$ cat config.mk
export PLATFORM = sky130hd
export DESIGN_NAME = modular_root_shift_by_inverse_square
export DESIGN_NICKNAME = d
export VERILOG_FILES = /design/src/rtl/core/mrs_pkg.sv /design/src/rtl/core/mrs_mulmod.sv /design/src/rtl/core/mrs_divider.sv /design/src/rtl/core/modular_root_shift_by_inverse_square.sv
export SDC_FILE = /design/constraint.sdc
export NUM_CORES = 2
export LEC_CHECK = 0
export BUFFER_PORTS_ARGS = -buffer_cell sky130_fd_sc_hd__buf_2
export CORE_AREA = 4 4 413 456
export CTS_CLUSTER_SIZE = 40
export DETAILED_ROUTE_END_ITERATION = 12
export DIE_AREA = 0 0 417 460
export PLACE_DENSITY = 0.71
export SLEW_MARGIN = 20
export SYNTH_ARGS = -nofsm -noshare
export SYNTH_HDL_FRONTEND = slang
export SYNTH_HIERARCHICAL = 1
export SYNTH_SLANG_ARGS = --single-unit
$ cat constraint.sdc
create_clock -name clk -period 9.9 [get_ports clk]
set_clock_uncertainty 0.1 [all_clocks]
set_input_delay 1.98 -clock clk [delete_from_list [all_inputs] [get_ports clk]]
set_output_delay 1.98 -clock clk [all_outputs]
set_load 0.01 [all_outputs]
$ cat src/rtl/core/mrs_pkg.sv
// Shared types, constants and helpers for the modular root shift block.
package mrs_pkg;

	localparam int WORD_W = 64;
	localparam int CNT_W  = 6;

	// Sequencer states.
	typedef enum logic [3:0] {
		ST_IDLE,
		ST_SQP,
		ST_REDQ,
		ST_SQQ,
		ST_EUC,
		ST_DIV,
		ST_TMUL,
		ST_REDA,
		ST_REDB,
		ST_FMUL,
		ST_FIN
	} state_t;

	// Control for a serial unit.
	typedef struct packed {
		logic start;
		logic nomod;
	} mrs_ctl_t;

	// Difference of two residues below m, taken modulo m.
	function automatic logic [WORD_W-1:0] sub_mod(input logic [WORD_W-1:0] a,
		input logic [WORD_W-1:0] b, input logic [WORD_W-1:0] m);
		logic [WORD_W-1:0] d;
		d = a - b;
		if (a < b) begin
			d = d + m;
		end
		return d;
	endfunction

endpackage

$ cat src/rtl/core/mrs_mulmod.sv
// Bit-serial shift-and-add modular multiplier, one multiplier bit per cycle.
module mrs_mulmod
	import mrs_pkg::*;
(
	input  logic              clk,
	input  logic              arst_n,
	input  mrs_ctl_t          ctl,
	input  logic [WORD_W-1:0] op_a,
	input  logic [WORD_W-1:0] op_b,
	input  logic [WORD_W-1:0] modulus,
	output logic              done,
	output logic [WORD_W-1:0] result
);

	logic [WORD_W-1:0] acc_q, a_q, b_q, m_q;
	logic              nomod_q, busy_q, done_q;
	logic [CNT_W-1:0]  cnt_q;
	logic [WORD_W:0]   dbl, sum;
	logic [WORD_W-1:0] s1, s2;

	// Double the accumulator, then add the multiplicand when the bit is set.
	always_comb begin
		dbl = {acc_q, 1'b0};
		s1 = dbl[WORD_W-1:0];
		if (!nomod_q && dbl >= {1'b0, m_q}) begin
			s1 = WORD_W'(dbl - {1'b0, m_q});
		end
		s2 = s1;
		if (b_q[WORD_W-1]) begin
			sum = {1'b0, s1} + {1'b0, a_q};
			s2 = sum[WORD_W-1:0];
			if (!nomod_q && sum >= {1'b0, m_q}) begin
				s2 = WORD_W'(sum - {1'b0, m_q});
			end
		end else begin
			sum = '0;
		end
	end

	// Control registers.
	always_ff @(posedge clk or negedge arst_n) begin
		if (!arst_n) begin
			busy_q <= 1'b0;
			done_q <= 1'b0;
			cnt_q  <= '0;
		end else begin
			done_q <= 1'b0;
			if (ctl.start) begin
				busy_q <= 1'b1;
				cnt_q  <= '0;
			end else if (busy_q) begin
				cnt_q <= cnt_q + 1'b1;
				if (cnt_q == CNT_W'(WORD_W - 1)) begin
					busy_q <= 1'b0;
					done_q <= 1'b1;
				end
			end
		end
	end

	// Operand and accumulator registers.
	always_ff @(posedge clk) begin
		if (ctl.start) begin
			acc_q   <= '0;
			a_q     <= op_a;
			b_q     <= op_b;
			m_q     <= modulus;
			nomod_q <= ctl.nomod;
		end else if (busy_q) begin
			acc_q <= s2;
			b_q   <= {b_q[WORD_W-2:0], 1'b0};
		end
	end

	assign done   = done_q;
	assign result = acc_q;

endmodule

$ cat src/rtl/core/mrs_divider.sv
// Bit-serial restoring divider, one quotient bit per cycle.
module mrs_divider
	import mrs_pkg::*;
(
	input  logic              clk,
	input  logic              arst_n,
	input  logic              start,
	input  logic [WORD_W-1:0] dividend,
	input  logic [WORD_W-1:0] divisor,
	output logic              done,
	output logic [WORD_W-1:0] quotient,
	output logic [WORD_W-1:0] remainder
);

	logic [WORD_W-1:0] n_q, d_q, r_q, r_n;
	logic              busy_q, done_q, qbit;
	logic [CNT_W-1:0]  cnt_q;
	logic [WORD_W:0]   trial;

	// Shift in the next dividend bit and subtract when the divisor fits.
	always_comb begin
		trial = {r_q, n_q[WORD_W-1]};
		qbit  = trial >= {1'b0, d_q};
		r_n   = trial[WORD_W-1:0];
		if (qbit) begin
			r_n = WORD_W'(trial - {1'b0, d_q});
		end
	end

	// Control registers.
	always_ff @(posedge clk or negedge arst_n) begin
		if (!arst_n) begin
			busy_q <= 1'b0;
			done_q <= 1'b0;
			cnt_q  <= '0;
		end else begin
			done_q <= 1'b0;
			if (start) begin
				busy_q <= 1'b1;
				cnt_q  <= '0;
			end else if (busy_q) begin
				cnt_q <= cnt_q + 1'b1;
				if (cnt_q == CNT_W'(WORD_W - 1)) begin
					busy_q <= 1'b0;
					done_q <= 1'b1;
				end
			end
		end
	end

	// The dividend register fills with quotient bits as it empties.
	always_ff @(posedge clk) begin
		if (start) begin
			n_q <= dividend;
			d_q <= divisor;
			r_q <= '0;
		end else if (busy_q) begin
			n_q <= {n_q[WORD_W-2:0], qbit};
			r_q <= r_n;
		end
	end

	assign done      = done_q;
	assign quotient  = n_q;
	assign remainder = r_q;

endmodule

$ cat src/rtl/core/modular_root_shift_by_inverse_square.sv
// Throughput: one word at a time; the next word is accepted once the sequencer is idle,
// while a finished result may still wait in the output register.
// The latency is set by the bit-serial multiplier and divider and by the number of Euclid steps.
// Reset: arst_n clears control state and sets the special-q register to 1; no output is pending.
module modular_root_shift_by_inverse_square
	import mrs_pkg::*;
#(
	parameter int PRIME_BITS = 32
) (
	input  logic        clk,
	input  logic        arst_n,
	input  logic        cfg_we,
	input  logic [31:0] cfg_wdata,
	input  logic        in_valid,
	output logic        in_ready,
	input  logic [31:0] prime_p,
	input  logic [63:0] p_root,
	input  logic [63:0] q_root,
	output logic        out_valid,
	input  logic        out_ready,
	output logic [63:0] shifted_root,
	output logic        no_inverse
);

	state_t state_q, state_d;
	logic   go_q, go_d;

	logic [31:0]           q_cfg_q;
	logic [PRIME_BITS-1:0] p_q;
	logic [WORD_W-1:0]     pr_q, qr_q, m_q, x_q, r0_q, r1_q, t0_q, t1_q, quo_q, rem_q, res_q;
	logic                  noinv_q;
	logic                  out_valid_q, out_noinv_q;
	logic [WORD_W-1:0]     out_root_q;

	mrs_ctl_t          mul_ctl;
	logic [WORD_W-1:0] mul_a, mul_b, mul_res, div_quo, div_rem, one;
	logic              mul_done, div_done, fin_fire;

	assign one      = (m_q == WORD_W'(1)) ? '0 : WORD_W'(1);
	assign fin_fire = (state_q == ST_FIN) && (!out_valid_q || out_ready);
	assign in_ready = (state_q == ST_IDLE);

	// Operand selection for the shared multiplier.
	always_comb begin
		mul_a = one;
		mul_b = '0;
		mul_ctl.nomod = 1'b0;
		unique case (state_q)
			ST_SQP: begin
				mul_a = WORD_W'(p_q);
				mul_b = WORD_W'(p_q);
				mul_ctl.nomod = 1'b1;
			end
			ST_REDQ: mul_b = WORD_W'(q_cfg_q);
			ST_SQQ: begin
				mul_a = x_q;
				mul_b = x_q;
			end
			ST_TMUL: begin
				mul_a = t1_q;
				mul_b = quo_q;
			end
			ST_REDA: mul_b = pr_q;
			ST_REDB: mul_b = qr_q;
			ST_FMUL: begin
				mul_a = x_q;
				mul_b = t0_q;
			end
			default: ;
		endcase
		mul_ctl.start = go_q && (state_q != ST_DIV);
	end

	mrs_mulmod u_mul (
		.clk     (clk),
		.arst_n  (arst_n),
		.ctl     (mul_ctl),
		.op_a    (mul_a),
		.op_b    (mul_b),
		.modulus (m_q),
		.done    (mul_done),
		.result  (mul_res)
	);

	mrs_divider u_div (
		.clk       (clk),
		.arst_n    (arst_n),
		.start     (go_q && (state_q == ST_DIV)),
		.dividend  (r0_q),
		.divisor   (r1_q),
		.done      (div_done),
		.quotient  (div_quo),
		.remainder (div_rem)
	);

	// Sequencer state register.
	always_ff @(posedge clk or negedge arst_n) begin
		if (!arst_n) begin
			state_q <= ST_IDLE;
			go_q    <= 1'b0;
		end else begin
			state_q <= state_d;
			go_q    <= go_d;
		end
	end

	// Next state and unit launches.
	always_comb begin
		state_d = state_q;
		go_d    = 1'b0;
		unique case (state_q)
			ST_IDLE: if (in_valid) begin
				state_d = ST_SQP;
				go_d    = 1'b1;
			end
			ST_SQP: if (mul_done) begin
				if (mul_res == '0) begin
					state_d = ST_FIN;
				end else begin
					state_d = ST_REDQ;
					go_d    = 1'b1;
				end
			end
			ST_REDQ: if (mul_done) begin
				state_d = ST_SQQ;
				go_d    = 1'b1;
			end
			ST_SQQ: if (mul_done) state_d = ST_EUC;
			ST_EUC: begin
				go_d = 1'b1;
				if (r1_q != '0) begin
					state_d = ST_DIV;
				end else if (r0_q == WORD_W'(1)) begin
					state_d = ST_REDA;
				end else begin
					state_d = ST_FIN;
					go_d    = 1'b0;
				end
			end
			ST_DIV: if (div_done) begin
				state_d = ST_TMUL;
				go_d    = 1'b1;
			end
			ST_TMUL: if (mul_done) state_d = ST_EUC;
			ST_REDA: if (mul_done) begin
				state_d = ST_REDB;
				go_d    = 1'b1;
			end
			ST_REDB: if (mul_done) begin
				state_d = ST_FMUL;
				go_d    = 1'b1;
			end
			ST_FMUL: if (mul_done) state_d = ST_FIN;
			ST_FIN: if (fin_fire) state_d = ST_IDLE;
			default: state_d = ST_IDLE;
		endcase
	end

	// Configuration register and output word valid.
	always_ff @(posedge clk or negedge arst_n) begin
		if (!arst_n) begin
			q_cfg_q     <= 32'd1;
			out_valid_q <= 1'b0;
		end else begin
			if (cfg_we) q_cfg_q <= cfg_wdata;
			if (out_valid_q && out_ready) out_valid_q <= 1'b0;
			if (fin_fire) out_valid_q <= 1'b1;
		end
	end

	// Working registers of the inverse and the final product.
	always_ff @(posedge clk) begin
		unique case (state_q)
			ST_IDLE: if (in_valid) begin
				p_q     <= prime_p[PRIME_BITS-1:0];
				pr_q    <= p_root;
				qr_q    <= q_root;
				noinv_q <= 1'b0;
				res_q   <= '0;
			end
			ST_SQP: if (mul_done) begin
				m_q <= mul_res;
				if (mul_res == '0) noinv_q <= 1'b1;
			end
			ST_REDQ: if (mul_done) x_q <= mul_res;
			ST_SQQ: if (mul_done) begin
				r0_q <= m_q;
				r1_q <= mul_res;
				t0_q <= '0;
				t1_q <= one;
			end
			ST_EUC: if (r1_q == '0 && r0_q != WORD_W'(1)) noinv_q <= 1'b1;
			ST_DIV: if (div_done) begin
				quo_q <= div_quo;
				rem_q <= div_rem;
			end
			ST_TMUL: if (mul_done) begin
				r0_q <= r1_q;
				r1_q <= rem_q;
				t0_q <= t1_q;
				t1_q <= sub_mod(t0_q, mul_res, m_q);
			end
			ST_REDA: if (mul_done) x_q <= mul_res;
			ST_REDB: if (mul_done) x_q <= sub_mod(x_q, mul_res, m_q);
			ST_FMUL: if (mul_done) res_q <= mul_res;
			ST_FIN: if (fin_fire) begin
				out_root_q  <= res_q;
				out_noinv_q <= noinv_q;
			end
			default: ;
		endcase
	end

	assign out_valid    = out_valid_q;
	assign shifted_root = out_root_q;
	assign no_inverse   = out_noinv_q;

	// The multiplier only reports completion to a state that launched it.
	a_mul_done_state: assert property (@(posedge clk) disable iff (!arst_n)
		mul_done |-> (state_q == ST_SQP || state_q == ST_REDQ || state_q == ST_SQQ ||
			state_q == ST_TMUL || state_q == ST_REDA || state_q == ST_REDB ||
			state_q == ST_FMUL))
		else $error("multiplier done outside a multiply state");

	// The divider only reports completion during the divide step.
	a_div_done_state: assert property (@(posedge clk) disable iff (!arst_n)
		div_done |-> state_q == ST_DIV)
		else $error("divider done outside the divide state");

	// An accepted word starts the squaring of p.
	a_accept_start: assert property (@(posedge clk) disable iff (!arst_n)
		(in_valid && in_ready) |=> (state_q == ST_SQP && go_q))
		else $error("accepted word did not start the sequencer");

	// A missing inverse always comes with a zero root.
	a_noinv_zero: assert property (@(posedge clk) disable iff (!arst_n)
		(out_valid && no_inverse) |-> shifted_root == '0)
		else $error("nonzero root with no inverse");

endmodule

==> results <==
- The flow ran to the end, and the final reports show no timing, DRC or antenna violations.
- The detailed router put a total of 126000 µm of wire on met1.
- The root buffer cell chosen for the clock tree is sky130_fd_sc_hd__clkbuf_16.
- The share of flip-flops with an asynchronous set or reset is around 4.1%.
- The number of global-route vias before repair is 66.4k.
- During synthesis, Yosys emitted a total of 6 warnings.
- The detailed route wirelength on metal3 is a little under 30000 µm.
- Clock-pin slew was measured on the worst setup and hold paths at 0.06 ns.
- The total leakage power is about 0.038 µW.
- The worst vdd rail ir drop is 0.000184 V.
- The area fraction of the dominant cell type after synthesis is 41.0%.
- The buffer and inverter count on the worst path is 8.
- The buffer depth of the longest clock path is 3.
- Along the worst path, the maximum fanout reaches 29.
- After layout, the worst path uses 95.6% of the clock period.
- The detail route stage leaves a number of antenna-violating nets equal to 0.
- The first-pass GRT wire length is 442000 µm.
- In this run, post-CTS repair resized a total of 0 instances.
- The number of max-slew violations in the final report is 0.
- The maximum single-stage delay on the critical path is ~0.53 ns.
- Setup repair after global routing left no endpoint under its margin.
- Dividing the detail-routed wire length by the instance count gives 27.8 µm.
- In this run the horizontal extent of the chip is 417 µm.
- For the pin with the worst max-slew slack, the measured transition is between 1 and 1.5 ns.
- The relative contribution of sequential cells to total power is 52.0%.
- Each instance of the synthesized netlist takes up on average 10.0 µm².
- The largest net degree at the start of global routing is 140.
- The total area inside the core boundary comes to 183000 µm².
- Adding up every negative setup slack in the final design gives 0 ns.
- By area the synthesized netlist is led by sky130_fd_sc_hd__edfxtp_1 (41%), sky130_fd_sc_hd__ha_1 (7.9%), sky130_fd_sc_hd__nand2_1 (4.6%), sky130_fd_sc_hd__a21oi_1 (4.2%), sky130_fd_sc_hd__dfxtp_1 (3.1%).
- The largest individual stage delay along the critical path comes from the cell sky130_fd_sc_hd__a2111oi_2.
- The internal power of the cells is 9020 µW.
- The register area share after synthesis is around 46%.
- The critical path required time is 10.50 ns.
- The kind of start point of the critical path is a flop.
- At the worst endpoint, the arrival time is 10.07 ns.
- The net count after synthesis is 8910.
- Max-cap violations in this run came to 0.
- Detailed routing placed a total of about 140000 µm of wire on met2.
- Dividing total power by cell area gives a power density of 123 nW/µm².
- The number of nets in the layout is around 9k.
- Summed over all layers, the global routing overflow is 0.
- The tightest slew margin relative to the limit is 23.1%.
- From bottom edge to top edge, the die measures 460 µm.
- The count of buffers added on input and output ports is 263.
- The critical path crosses 40 cells after its start point.
- The share of cells above drive strength 1 is 13.8%.
- In this run the post-CTS setup repair buffer count came out at 0.
- Net switching is around a fifth of the power.
- In the routed design, unresolved DRC markers number 0.
- The setup slack after placement is 0.339 ns.
- Counting the fill cells in the layout gives 16.5k.
- The worst-skew pair later-pin latency is 0.80 ns.
- Before antenna repair, the detailed router went through 10 iterations.
- The most frequent cell on the critical path is sky130_fd_sc_hd__buf_12.
- The initial antenna violation count came to 11.
- The CTS buffer count is 136.
- In this run the number of H-tree levels came out at 4.
- The worst hold path belongs to the class flop to flop.
- The total count of hold-check failures in the final report is 0.
- The count of cells in the finished layout, fillers not included, comes to 11.1k.
- The post-placement cell count is 10.8k.
- The worst setup margin is around 0.43 ns.
- Counting flops with a built-in enable in the synthesized netlist gives 1123.
- The number of vias after detailed routing is between 60k and 70k.
- In the final layout, the multi-input gates occupy 41700 µm².
- The cell area after technology mapping is 82200 µm².
- The setup path with the least slack is of type flop to flop.
- After detailed routing, the number of vias per cell comes to roughly 6.3.
- The top-level I/O count is around 260.
- The worst setup path is captured at a flop.
- The quantity of hold-fixing buffers added after cts is 0.
- The flip-flop and latch area is about 38000 µm².
- Yosys instantiated no cell more often than sky130_fd_sc_hd__edfxtp_1.
- The commonest cells after synthesis are sky130_fd_sc_hd__edfxtp_1 (1123), sky130_fd_sc_hd__nand2_1 (1006), sky130_fd_sc_hd__a21oi_1 (692).
- From synthesis to final layout, the design area changed by 12.6%.
- The post-layout utilization of the core is 50.5%.
- The highest routed metal layer is met5.
- The part of the total power dissipated in the clock network is 47.4%.
- The number of clock sinks is 1305.
- The total length of routed wires is 308000 µm.
- The worst hold path passes through 0 cells.
- The worst reg-to-reg path cell count is 40.
- At the end of routability-driven placement, the weighted congestion stood at 1.07.
- The maximum clock rate is 106 MHz.
- Once the floorplan was initialized, standard cells occupied 44.8% of the core.
- The cell type with the highest aggregate area in the netlist is sky130_fd_sc_hd__edfxtp_1.
- Among cell families on the critical path, the largest total delay comes from compound AO/OA/AOI/OAI gates.
- Yosys mapped the design onto roughly 120 distinct sky130hd cell types.
- For this block, the initial DRC count from the detailed router was 9221.
- Summed over all nets, the switching power comes to 2370 µW.
- The die area is 192000 µm².
- The cell count after synthesis is 8183.
- Synthesis inferred 1305 register bits.
- The combinational power share is 0.6%.
- For this run, the leading register cell type out of synthesis is sky130_fd_sc_hd__edfxtp_1.
- The wire-length estimate of the detail-placed layout is between 200000 and 250000 µm.
- Across every metal layer, demand over resource in global routing totals 31.0%.
- TritonCTS built the clock tree.
- For the finished layout, the period the worst path requires is approximately 9.5 ns.
- Setup violations remaining at the end of the flow were counted as 0.
- In this run the core area contains 165 standard-cell rows.
worst register-to-register path: cells and delay by family, from the launching register on:
kind | cells | cell delay [ns]
XOR/XNOR | 1 | 0.20
multiplexers | 3 | 0.58
flip-flops | 1 | 0.36
adder cells (fa/ha/maj) | 3 | 0.98
AND/OR/NAND/NOR | 6 | 1.26
AO/OA/AOI/OAI | 19 | 4.45
buffers and inverters | 8 | 1.46
path summary, 6_finish.rpt:
path / end / slack (ns) / from
max: u_mul/result[0] / 0.43 / u_mul/m_q[1]
max in group asynchronous: u_div/busy_q / 7.59 / arst_n
min in group asynchronous: q_cfg_q[10] / 1.11 / arst_n
max reg2reg: u_mul/result[0] / 0.43 / u_mul/m_q[1]
min reg2reg: shifted_root[6] / 0.32 / res_q[6]
min: shifted_root[6] / 0.32 / res_q[6]
cell usage in the layout, fill, tap and decap left out, drive strengths merged, types with 289 or more instances in the layout:
| cell | n |
|---|---|
| ha | 522 |
| buf | 631 |
| inv | 366 |
| nor2 | 403 |
| o21ai | 529 |
| a21oi | 698 |
| edfxtp | 1123 |
| nand2 | 1007 |
| a21o | 324 |
| xnor2 | 289 |
cell families (layout without fill, tap and decap cells):
group	after synthesis	after routing	synth area share, %
other	0	4	0
muxes	293	293	3.98
AOI/OAI and AO/OA	2472	2472	20.1
adders and majority gates	530	530	8.14
xor gates and xnor gates	475	475	5.06
buffers and inverters	767	1230	3.72
and+or+nand+nor	2341	2341	13.2
DFF	1305	1305	45.8
through the flow:
step / hold WS, ns / instance area, µm² / total power [µW]
floorplan: 0.300 / 82200 / 6050
global placement: 0.303 / 87900 / 6110
detailed placement: 0.305 / 87900 / 6110
CTS: 0.320 / 92500 / 11400
global route: 0.322 / 92500 / 11700
finish: 0.318 / 92500 / 11400
power groups by stage:
| stage | clock, µW | combinational (µW) | sequential [µW] |
|---|---|---|---|
| final | 5400 | 73.6 | 5920 |
| after CTS | 5450 | 73.9 | 5920 |
| after global placement | 0 | 71.8 | 6040 |
| after floorplan | 0 | 15.8 | 6030 |
| after global routing | 5680 | 78.6 | 5920 |
| after detailed placement | 0 | 73.9 | 6040 |
layout make-up:
cell class                 instances  area share [%]
antenna                            4          0.0108
clock buffer                     169            4.04
clock inverter                    78           0.938
inverter                         352            1.43
multi-input combinational       6111            45.1
sequential                      1305            40.7
tap                             2421            3.27
timing repair buffer             631            4.54
per-layer routing:
layer / track usage [%] / vias up
met5: 0 / -
met4: 15.0 / 2
met3: 4.67 / 571
met2: 48.1 / 3877
met1: 42.7 / 33900
li1: - / 31400
No activity file was read; power rests on OpenSTA's default activity.
